[src/rtl/ndv_pkg.sv]
// Types, constants and helper functions of the noise drum voice.
// No dependencies.
package ndv_pkg;

    localparam int TICK_STEP    = 1;
    localparam int SWEEP_PERIOD = 735;
    localparam int CW           = 24;
    localparam int LVL_W        = 5;
    localparam int PROD_W       = LVL_W + CW;
    localparam int DIV_STEPS    = LVL_W;
    localparam int DIV_CNT_W    = $clog2(DIV_STEPS);

    localparam logic [CW-1:0] TICK_INC   = CW'(TICK_STEP);
    localparam logic [CW-1:0] SWEEP_TIME = CW'(SWEEP_PERIOD);
    localparam logic [15:0]   RAND_ADD   = 16'h3711;
    localparam logic [5:0]    LEVEL_TOP  = 6'd16;

    localparam logic [7:0] LEVEL_TABLE [17] = '{
        8'd0, 8'd10, 8'd12, 8'd16, 8'd20, 8'd25, 8'd32, 8'd40, 8'd51,
        8'd64, 8'd80, 8'd101, 8'd128, 8'd161, 8'd203, 8'd255, 8'd255
    };

    typedef enum logic [2:0] {
        PH_LOADED  = 3'b001,
        PH_PLAYING = 3'b010,
        PH_ENDED   = 3'b100
    } phase_t;

    typedef struct packed {
        logic        action;
        logic [23:0] duration;
        logic [23:0] tone_period;
        logic [15:0] tone_sweep;
        logic        tone_enable;
        logic        noise_enable;
        logic [4:0]  level;
        logic [23:0] envelope_length;
        logic [23:0] noise_period;
        logic [23:0] noise_sweep_period;
        logic [15:0] noise_sweep_step;
    } in_item_t;

    typedef struct packed {
        logic [7:0] sample;
        logic       segment_done;
        logic       active;
    } out_item_t;

    typedef struct packed {
        logic                 accept;
        logic                 setup;
        logic                 sweep;
        logic                 gen;
        logic                 nsweep;
        logic                 ngen;
        logic                 level;
        logic                 div_step;
        logic                 scale;
        logic                 push;
        logic [DIV_CNT_W-1:0] div_cnt;
    } cmd_t;

    typedef struct packed {
        logic start;
        logic live;
        logic tone_low;
        logic need_div;
    } status_t;

    function automatic logic [CW-1:0] sat_add(input logic [CW-1:0] a,
                                              input logic [CW-1:0] b);
        logic [CW:0] sum;
        sum = {1'b0, a} + {1'b0, b};
        sat_add = sum[CW] ? {CW{1'b1}} : sum[CW-1:0];
    endfunction

    function automatic logic [7:0] level_lookup(input logic [5:0] idx);
        level_lookup = (idx > LEVEL_TOP) ? LEVEL_TABLE[16] : LEVEL_TABLE[idx[4:0]];
    endfunction

endpackage

[src/rtl/ndv_in_if.sv]
// Input channel of the noise drum voice: valid, ready and one tick or start item.
// Depends on ndv_pkg.
interface ndv_in_if import ndv_pkg::*; ();
    logic     valid;
    logic     ready;
    in_item_t item;

    modport source (output valid, output item, input ready);
    modport sink (input valid, input item, output ready);
endinterface

[src/rtl/ndv_out_if.sv]
// Output channel of the noise drum voice: valid, ready and one result item.
// Depends on ndv_pkg.
interface ndv_out_if import ndv_pkg::*; ();
    logic      valid;
    logic      ready;
    out_item_t item;

    modport source (output valid, output item, input ready);
    modport sink (input valid, input item, output ready);
endinterface

[src/rtl/ndv_ctrl.sv]
// Controller of the noise drum voice: sequences one item through the datapath.
// Depends on ndv_pkg.
module ndv_ctrl import ndv_pkg::*; (
    input  logic    clk,
    input  logic    rst_n,
    input  logic    in_valid,
    output logic    in_ready,
    output logic    out_valid,
    input  logic    out_ready,
    input  status_t status,
    output cmd_t    cmd
);

    typedef enum logic [9:0] {
        S_IDLE   = 10'b00_0000_0001,
        S_SETUP  = 10'b00_0000_0010,
        S_SWEEP  = 10'b00_0000_0100,
        S_GEN    = 10'b00_0000_1000,
        S_LEVEL  = 10'b00_0001_0000,
        S_DIV    = 10'b00_0010_0000,
        S_SCALE  = 10'b00_0100_0000,
        S_PUSH   = 10'b00_1000_0000,
        S_NSWEEP = 10'b01_0000_0000,
        S_NGEN   = 10'b10_0000_0000
    } state_t;

    state_t               state_reg, state_next;
    logic [DIV_CNT_W-1:0] cnt_reg, cnt_next;
    logic                 valid_reg, valid_next;
    logic                 push_ok;

    assign in_ready  = (state_reg == S_IDLE);
    assign out_valid = valid_reg;
    assign push_ok   = !valid_reg || out_ready;

    always_comb
    begin
        cmd          = '0;
        cmd.div_cnt  = cnt_reg;
        state_next   = state_reg;
        cnt_next     = cnt_reg;
        valid_next   = valid_reg && !out_ready;
        case (state_reg)
            S_IDLE:
            begin
                if (in_valid)
                begin
                    cmd.accept = 1'b1;
                    state_next = (status.start || !status.live) ? S_PUSH : S_SETUP;
                end
            end
            S_SETUP:
            begin
                cmd.setup  = 1'b1;
                state_next = S_SWEEP;
            end
            S_SWEEP:
            begin
                cmd.sweep  = 1'b1;
                state_next = S_GEN;
            end
            S_GEN:
            begin
                cmd.gen    = 1'b1;
                state_next = status.tone_low ? S_PUSH : S_NSWEEP;
            end
            S_NSWEEP:
            begin
                cmd.nsweep = 1'b1;
                state_next = S_NGEN;
            end
            S_NGEN:
            begin
                cmd.ngen   = 1'b1;
                state_next = S_LEVEL;
            end
            S_LEVEL:
            begin
                cmd.level  = 1'b1;
                cnt_next   = '0;
                state_next = status.need_div ? S_DIV : S_PUSH;
            end
            S_DIV:
            begin
                cmd.div_step = 1'b1;
                cnt_next     = cnt_reg + 1'b1;
                if (cnt_reg == DIV_CNT_W'(DIV_STEPS - 1))
                    state_next = S_SCALE;
            end
            S_SCALE:
            begin
                cmd.scale  = 1'b1;
                state_next = S_PUSH;
            end
            S_PUSH:
            begin
                if (push_ok)
                begin
                    cmd.push   = 1'b1;
                    valid_next = 1'b1;
                    state_next = S_IDLE;
                end
            end
            default:
                state_next = S_IDLE;
        endcase
    end

    always_ff @(posedge clk or negedge rst_n)
    begin
        if (!rst_n)
        begin
            state_reg <= S_IDLE;
            cnt_reg   <= '0;
            valid_reg <= 1'b0;
        end
        else
        begin
            state_reg <= state_next;
            cnt_reg   <= cnt_next;
            valid_reg <= valid_next;
        end
    end

endmodule

[src/rtl/ndv_dp.sv]
// Datapath of the noise drum voice: segment store, tone and noise generators,
// envelope divider, level table and result register. Depends on ndv_pkg.
module ndv_dp import ndv_pkg::*; (
    input  logic       clk,
    input  logic       rst_n,
    input  logic       vol_we,
    input  logic [4:0] vol_wdata,
    input  in_item_t   in_item,
    input  cmd_t       cmd,
    output status_t    status,
    output out_item_t  out_item
);

    // segment fields
    logic [23:0] dur_reg, tper_reg, env_reg, nper_reg, nsp_reg;
    logic [15:0] tsweep_reg, nstep_reg;
    logic [4:0]  lvl_reg;
    logic        ton_reg, non_reg;

    phase_t         phase_reg;
    logic [4:0]     vol_reg;
    logic [CW-1:0]  tpn_reg, npn_reg, rel_reg, tsc_reg, nsc_reg, tpc_reg, npc_reg;
    logic           last_reg, data_reg;
    logic [15:0]    seed_reg;
    logic [PROD_W-1:0] rem_reg;
    logic [LVL_W-1:0]  q_reg;
    logic [7:0]     samp_reg;
    logic           done_reg;
    out_item_t      out_reg;

    logic [CW-1:0]  env_w, dur_w, nsp_w, half_w;
    logic           tone_hi, tone_wrap, tone_low, n_fire, gate, ndata;
    logic [15:0]    seed_next;
    logic [DIV_CNT_W-1:0] shift;
    logic [PROD_W-1:0]    trial;
    logic [LVL_W-1:0]     v;
    logic [2*LVL_W-1:0]   scaled;

    assign env_w  = CW'(env_reg);
    assign dur_w  = CW'(dur_reg);
    assign nsp_w  = CW'(nsp_reg);
    assign half_w = tpn_reg >> 1;

    assign tone_hi   = tpc_reg < half_w;
    assign tone_wrap = tpc_reg > tpn_reg;
    assign tone_low  = ton_reg && !tone_hi && !tone_wrap;
    assign n_fire    = npc_reg >= npn_reg;
    assign gate      = !((env_w != '0) && (rel_reg >= env_w));
    assign seed_next = seed_reg + {seed_reg[13:0], 2'b00} + RAND_ADD;
    assign ndata     = n_fire ? (seed_next[15] && gate) : last_reg;

    assign shift  = DIV_CNT_W'(DIV_STEPS - 1) - cmd.div_cnt;
    assign trial  = PROD_W'(env_w) << shift;
    assign v      = lvl_reg - q_reg;
    assign scaled = {{LVL_W{1'b0}}, v} * {{LVL_W{1'b0}}, vol_reg};

    assign status.start    = in_item.action;
    assign status.live     = (phase_reg != PH_ENDED);
    assign status.tone_low = tone_low;
    assign status.need_div = data_reg && (env_w != '0) && !(rel_reg > env_w);
    assign out_item        = out_reg;

    always_ff @(posedge clk)
    begin
        if (cmd.accept && in_item.action)
        begin
            dur_reg    <= in_item.duration;
            tper_reg   <= in_item.tone_period;
            tsweep_reg <= in_item.tone_sweep;
            ton_reg    <= in_item.tone_enable;
            non_reg    <= in_item.noise_enable;
            lvl_reg    <= in_item.level;
            env_reg    <= in_item.envelope_length;
            nper_reg   <= in_item.noise_period;
            nsp_reg    <= in_item.noise_sweep_period;
            nstep_reg  <= in_item.noise_sweep_step;
        end
        if (cmd.level)
        begin
            rem_reg <= PROD_W'(lvl_reg) * PROD_W'(rel_reg);
            q_reg   <= '0;
        end
        if (cmd.div_step && (rem_reg >= trial))
        begin
            rem_reg        <= rem_reg - trial;
            q_reg[shift]   <= 1'b1;
        end
        if (cmd.push)
        begin
            out_reg.sample       <= samp_reg;
            out_reg.segment_done <= done_reg;
            out_reg.active       <= (phase_reg != PH_ENDED);
        end
    end

    always_ff @(posedge clk or negedge rst_n)
    begin
        if (!rst_n)
        begin
            phase_reg <= PH_ENDED;
            vol_reg   <= '0;
            tpn_reg   <= '0;
            npn_reg   <= '0;
            rel_reg   <= '0;
            tsc_reg   <= '0;
            nsc_reg   <= '0;
            tpc_reg   <= '0;
            npc_reg   <= '0;
            last_reg  <= 1'b0;
            data_reg  <= 1'b0;
            seed_reg  <= '0;
            samp_reg  <= '0;
            done_reg  <= 1'b0;
        end
        else
        begin
            if (vol_we)
                vol_reg <= vol_wdata;

            if (cmd.accept)
            begin
                samp_reg <= '0;
                done_reg <= 1'b0;
                if (in_item.action)
                    phase_reg <= PH_LOADED;
            end

            if (cmd.setup)
            begin
                if (phase_reg == PH_LOADED)
                begin
                    tpn_reg   <= CW'(tper_reg);
                    npn_reg   <= CW'(nper_reg);
                    rel_reg   <= TICK_INC;
                    tsc_reg   <= ton_reg ? TICK_INC : '0;
                    nsc_reg   <= '0;
                    phase_reg <= PH_PLAYING;
                end
                else
                begin
                    rel_reg <= sat_add(rel_reg, TICK_INC);
                    if (ton_reg)
                        tsc_reg <= sat_add(tsc_reg, TICK_INC);
                end
                if (ton_reg)
                    tpc_reg <= sat_add(tpc_reg, TICK_INC);
            end

            if (cmd.sweep)
            begin
                if (ton_reg && (tsweep_reg != '0) && (tsc_reg > SWEEP_TIME))
                begin
                    tpn_reg <= sat_add(tpn_reg, CW'(tsweep_reg));
                    tsc_reg <= tsc_reg - SWEEP_TIME;
                end
            end

            if (cmd.gen)
            begin
                if (ton_reg && !tone_hi && tone_wrap)
                    tpc_reg <= tpc_reg - tpn_reg;
                if (!tone_low && non_reg)
                begin
                    nsc_reg <= sat_add(nsc_reg, TICK_INC);
                    npc_reg <= sat_add(npc_reg, TICK_INC);
                end
                data_reg <= ton_reg;
            end

            if (cmd.nsweep)
            begin
                if (non_reg && (nsp_w != '0) && (nsc_reg > nsp_w))
                begin
                    npn_reg <= sat_add(npn_reg, CW'(nstep_reg));
                    nsc_reg <= nsc_reg - nsp_w;
                end
            end

            if (cmd.ngen && non_reg)
            begin
                if (n_fire)
                begin
                    seed_reg <= seed_next;
                    last_reg <= ndata;
                    npc_reg  <= npc_reg - npn_reg;
                end
                data_reg <= ndata;
            end

            if (cmd.level && data_reg)
            begin
                if (env_w == '0)
                begin
                    samp_reg <= level_lookup({1'b0, lvl_reg});
                    if (rel_reg > dur_w)
                    begin
                        done_reg  <= 1'b1;
                        phase_reg <= PH_ENDED;
                    end
                end
                else if (rel_reg > env_w)
                begin
                    done_reg  <= 1'b1;
                    phase_reg <= PH_ENDED;
                end
            end

            if (cmd.scale)
                samp_reg <= level_lookup(scaled[2*LVL_W-1:4]);
        end
    end

endmodule

[src/rtl/noise_drum_voice.sv]
// Noise drum voice top level: controller, datapath and channel wiring.
// Depends on ndv_pkg, ndv_in_if, ndv_out_if, ndv_ctrl and ndv_dp.
//
//  channel        | dir | payload
//  ---------------+-----+-----------------------------------------
//  cmd            | in  | action, segment fields (tick or start)
//  res            | out | sample, segment_done, active
//  master_volume  | in  | 5-bit write, no handshake
//
// A start item or a tick of an ended voice goes from transfer straight to push. A
// playing tick passes setup, sweep and generate, then push if the tone is low, else
// noise sweep, noise generate and level, plus 5 restoring envelope divide steps and
// scale when it runs; the next transfer follows the cycle after the result loads.
// A new item is taken while a result still waits in the output register; a result
// stalled downstream holds the next one in its final state.
// Reset clears all control and generator state; there is no clearing pass.
module noise_drum_voice import ndv_pkg::*; (
    input  logic       clk,
    input  logic       rst_n,
    input  logic       master_volume_we,
    input  logic [4:0] master_volume_wdata,
    ndv_in_if.sink     cmd,
    ndv_out_if.source  res
);

    cmd_t    ctl_cmd;
    status_t ctl_status;

    ndv_ctrl u_ctrl (
        .clk       (clk),
        .rst_n     (rst_n),
        .in_valid  (cmd.valid),
        .in_ready  (cmd.ready),
        .out_valid (res.valid),
        .out_ready (res.ready),
        .status    (ctl_status),
        .cmd       (ctl_cmd)
    );

    ndv_dp u_dp (
        .clk       (clk),
        .rst_n     (rst_n),
        .vol_we    (master_volume_we),
        .vol_wdata (master_volume_wdata),
        .in_item   (cmd.item),
        .cmd       (ctl_cmd),
        .status    (ctl_status),
        .out_item  (res.item)
    );

endmodule

[src/flat_wrapper.sv]
// flat-port wrapper written by rule: the top's interface ports become plain ports
module noise_drum_voice_flat import ndv_pkg::*;
  (clk, rst_n, master_volume_we, master_volume_wdata, cmd_valid, cmd_item, cmd_ready, res_valid, res_item, res_ready);
  ndv_in_if cmd_i ();
  ndv_out_if res_i ();
  input  logic clk;
  input  logic rst_n;
  input  logic master_volume_we;
  input  logic [4:0] master_volume_wdata;
  input wire logic [$bits(cmd_i.valid)-1:0] cmd_valid;
  input wire logic [$bits(cmd_i.item)-1:0] cmd_item;
  output wire logic [$bits(cmd_i.ready)-1:0] cmd_ready;
  output wire logic [$bits(res_i.valid)-1:0] res_valid;
  output wire logic [$bits(res_i.item)-1:0] res_item;
  input wire logic [$bits(res_i.ready)-1:0] res_ready;
  assign cmd_i.valid = cmd_valid;
  assign cmd_i.item = cmd_item;
  assign cmd_ready = cmd_i.ready;
  assign res_valid = res_i.valid;
  assign res_item = res_i.item;
  assign res_i.ready = res_ready;
  noise_drum_voice u_core (.clk(clk), .rst_n(rst_n), .master_volume_we(master_volume_we), .master_volume_wdata(master_volume_wdata), .cmd(cmd_i), .res(res_i));
endmodule
[config.mk]
export PLATFORM = sky130hd
export DESIGN_NAME = noise_drum_voice_flat
export DESIGN_NICKNAME = d
export VERILOG_FILES = /design/src/rtl/ndv_pkg.sv /design/src/rtl/ndv_in_if.sv /design/src/rtl/ndv_out_if.sv /design/src/rtl/ndv_ctrl.sv /design/src/rtl/ndv_dp.sv /design/src/rtl/noise_drum_voice.sv /design/src/flat_wrapper.sv
export SDC_FILE = /design/constraint.sdc
export NUM_CORES = 2
export LEC_CHECK = 0
export ABC_AREA = 0
export BUFFER_PORTS_ARGS = -buffer_cell sky130_fd_sc_hd__buf_2
export CORE_ASPECT_RATIO = 1.25
export CORE_MARGIN = 3
export CORE_UTILIZATION = 52
export CTS_CLUSTER_DIAMETER = 30
export DETAILED_ROUTE_END_ITERATION = 7
export PLACE_DENSITY = 0.72
export SYNTH_ARGS = -nofsm -noshare
export SYNTH_HDL_FRONTEND = slang
export SYNTH_SLANG_ARGS = --single-unit
export TNS_END_PERCENT = 30
[constraint.sdc]
create_clock -name clk -period 5.6 [get_ports clk]
set_clock_uncertainty 0.15 [all_clocks]
set_input_delay 0.56 -clock clk [delete_from_list [all_inputs] [get_ports clk]]
set_output_delay 0.56 -clock clk [all_outputs]
set_load 0.005 [all_outputs]
==> impl_metrics.json <==
{
  "hold_path_end": "u_core.u_dp.vol_reg[1]",
  "drv_slew": 0,
  "cts_tree": "yes",
  "port_buffers": 181,
  "slew-limit-headroom_pct": 23.12,
  "cp_data_required_time_ps": 5830,
  "ios": 182,
  "met3_usage_pct": 3.877,
  "worstHoldStart": "master_volume_wdata[1]",
  "finalCriticalPeriod_ps": 5286,
  "setup_viol": 0,
  "layout_common_cells": "inv_1, nand2_1, ha_1, a21oi_1, nor2_1",
  "die_x_um": 232.2,
  "avgSynthCellArea_um2": 9.031,
  "clock.fmax_ghz": 0.1892,
  "cts_root_buf": "clkbuf_16",
  "routabilityCongestion": 0.9050,
  "crit_fanout": 15,
  "diodes": 0,
  "synth_nets": 4236,
  "cp_data_arrival_time_ps": 5520,
  "r2r_cells": 18,
  "outcome": "finished clean",
  "grtUsageMet1_pct": 32.36,
  "synth.cell_area_um2": 33250,
  "stdcell_count": 4966,
  "viasPerCell": 5.776,
  "p_leak_nw": 18.21,
  "peakVddDrop_uv": 391.3,
  "grt_pass1_wl_um": 146600,
  "gr-total-overflow": 0,
  "holdPathStages": 2,
  "htreeDepth": 3,
  "fin_area_um2": 40380,
  "power_per_cell_area_nw_per_um2": 390.9,
  "clock_latency_ps": 650,
  "hold_viol": 0,
  "cts_made_buffers": 98,
  "drive_gt1_share_pct": 11.92,
  "core_um2": 63280,
  "ys_seq_area_share_pct": 34.52,
  "ys.flop_type": "dfrtp_1",
  "antenna_found_initial": 0,
  "synth-seq-cells": 420,
  "grt_pass1_vias": 28851,
  "layout.nets": 4594,
  "grtUsageMet2_pct": 47.84,
  "cts_sinks": 420,
  "worst_pin_slew_ps": 1149,
  "busiest_layer": "met2",
  "final_common_cell": "inv_1",
  "post_drt_wl_per_cell_um": 18.36,
  "end_kind": "flip-flop",
  "grt_max_degree": 112,
  "cts.reportedPaths.clkPinSlew_ps": 50,
  "start_kind": "flip-flop",
  "drc": 0,
  "placedCellCount": 4616,
  "placed_area_um2": 35130,
  "rsz0062_at_grt": "true",
  "post-cts-setup-buffer-count": 0,
  "cap_violations": 0,
  "fp-row-count": 103,
  "yosys_warnings": 0,
  "vias": 28685,
  "fin_crit_sh_pct": 94.40,
  "die_area_um2": 67040,
  "synth-async-reset-ratio_pct": 51.67,
  "largest_reg_flops": 29,
  "synth_edf_count": 198,
  "r2r_end": "u_core.u_dp.rem_reg[28]",
  "ant_nets": 0,
  "min_path_type": "input pin to flip-flop",
  "cts_buffer_depth": 3,
  "syn2layout_area_growth_pct": 21.44,
  "synth_cell_types": 88,
  "syn_inst": 3682,
  "drt-total-wl_um": 91180,
  "drt_iter0_drc": 1630,
  "place.detailed.hpwl_um": 65710,
  "die_h_um": 288.7,
  "first_pass_iters": 6,
  "r2r_slack_ps": 310,
  "r2r_start": "u_core.u_dp.lvl_reg[3]",
  "start_util_pct": 52.55,
  "critPathKind": "flip-flop to flip-flop",
  "grt_use_total_pct": 27.00
}
worst max-delay path: stages, from the launching register on:
cell and delay (ps):
edfxtp_1 480, buf_4 240, and2_1 180, ha_1 270, ha_1 280, inv_1 50
fa_1 550, inv_1 70, fa_1 480, a211oi_1 330, o21ai_0 220, a41oi_1 350
o2111ai_1 310, a31oi_2 300, o21ai_0 160, a21o_1 200, a21oi_1 160, xor2_1 150
mux2i_1 80
Yosys cell counts, types with 12 or more instances:
master / instances / share of area (%)
a211oi_1: 22 / 0.50
a21o_1: 85 / 1.9
a21oi_1: 278 / 4.2
a22oi_1: 25 / 0.56
a31oi_1: 64 / 1.2
a32oi_1: 17 / 0.45
a41oi_1: 15 / 0.40
and2_1: 111 / 2.1
and3_1: 42 / 0.79
clkbuf_1: 122 / 1.4
dfrtp_1: 215 / 16
edfxtp_1: 198 / 18
fa_1: 81 / 4.9
ha_1: 303 / 11
inv_1: 331 / 3.7
mux2_2: 12 / 0.41
mux2i_1: 50 / 1.5
mux4_2: 15 / 1.0
nand2_1: 316 / 3.6
nand2b_1: 44 / 0.83
nand3_1: 114 / 1.7
nand4_1: 54 / 1.0
nor2_1: 268 / 3.0
nor2b_1: 47 / 0.88
nor3_1: 64 / 0.96
nor4_1: 37 / 0.70
o211ai_1: 22 / 0.50
o21a_1: 34 / 0.77
o21ai_0: 222 / 3.3
o21bai_1: 18 / 0.41
o221ai_1: 12 / 0.32
o22ai_1: 13 / 0.24
o31ai_1: 12 / 0.27
or2_2: 19 / 0.36
or3_1: 18 / 0.34
xnor2_1: 128 / 3.4
xor2_1: 81 / 2.1
repair_timing:
action | in CTS | in global routing
hold buffers | 164 | 0
setup endpoints to repair | 0 | 10
endpoints found under the hold margin | 269 | 0
gates resized for setup | 0 | 5
worst max-delay path by stage:
stage | from | to | slack, ps | cells after the start
after floorplan | u_core.u_dp.lvl_reg[0] | u_core.u_dp.samp_reg[4] | 150 | 20
after global placement | u_core.u_dp.lvl_reg[4] | u_core.u_dp.rem_reg[28] | 340 | 17
after detailed placement | u_core.u_dp.lvl_reg[2] | u_core.u_dp.samp_reg[5] | 200 | 16
after CTS | u_core.u_dp.lvl_reg[2] | u_core.u_dp.samp_reg[5] | 190 | 16
after global routing | u_core.u_dp.lvl_reg[3] | u_core.u_dp.rem_reg[28] | -10 | 18
final | u_core.u_dp.lvl_reg[3] | u_core.u_dp.rem_reg[28] | 310 | 18
cells by family after synthesis:
| logic type | count (synthesis) | synth area share (%) |
|---|---|---|
| compound gates | 949 | 18.02 |
| xor+xnor | 209 | 5.505 |
| fa+ha+maj | 384 | 16.28 |
| buf+inv | 469 | 5.369 |
| flops | 420 | 34.52 |
| mux | 77 | 2.927 |
| simple gates | 1174 | 17.38 |
routing by layer:
metal,vias up,share of wire [%]
li1,13958,-
met1,13763,41
met2,755,50
met3,209,4.7
met4,0,4.4
met5,-,0
final cells by class:
| cell class | instances | area (µm²) |
|---|---|---|
| Fill cell | 5199 | 22890 |
| Multi-Input combinational cell | 2793 | 20060 |
| Sequential cell | 420 | 11480 |
| Timing Repair Buffer | 393 | 2955 |
| Clock buffer | 111 | 2564 |
| Inverter | 334 | 1260 |
| Tap cell | 840 | 1051 |
| Clock inverter | 75 | 1017 |
power breakdown:
group	leakage [nW]	internal [mW]	total, mW	switching [mW]
logic	11.8	2.21	5.34	3.13
clock network	1.70	4.12	6.13	2.00
registers	4.70	3.80	4.32	0.519
total	18.2	10.1	15.8	5.65
through the flow:
step | total power, mW | worst slack [ps] | hold WS, ps | setup TNS, ps | util (%)
6_report | 15.79 | 313.9 | 25.79 | 0 | 63.82
5_1_grt | 16.80 | -13.05 | 13.97 | -13.05 | 63.82
4_1_cts | 15.80 | 194.5 | 0.04308 | 0 | 63.78
3_5_place_dp | 9.493 | 195.2 | 287.4 | 0 | 55.52
3_3_place_gp | 9.392 | 344.5 | 285.1 | 0 | 55.52
2_1_floorplan | 8.164 | 148.0 | 114.4 | 0 | -
(Power assumes the default switching activity.)
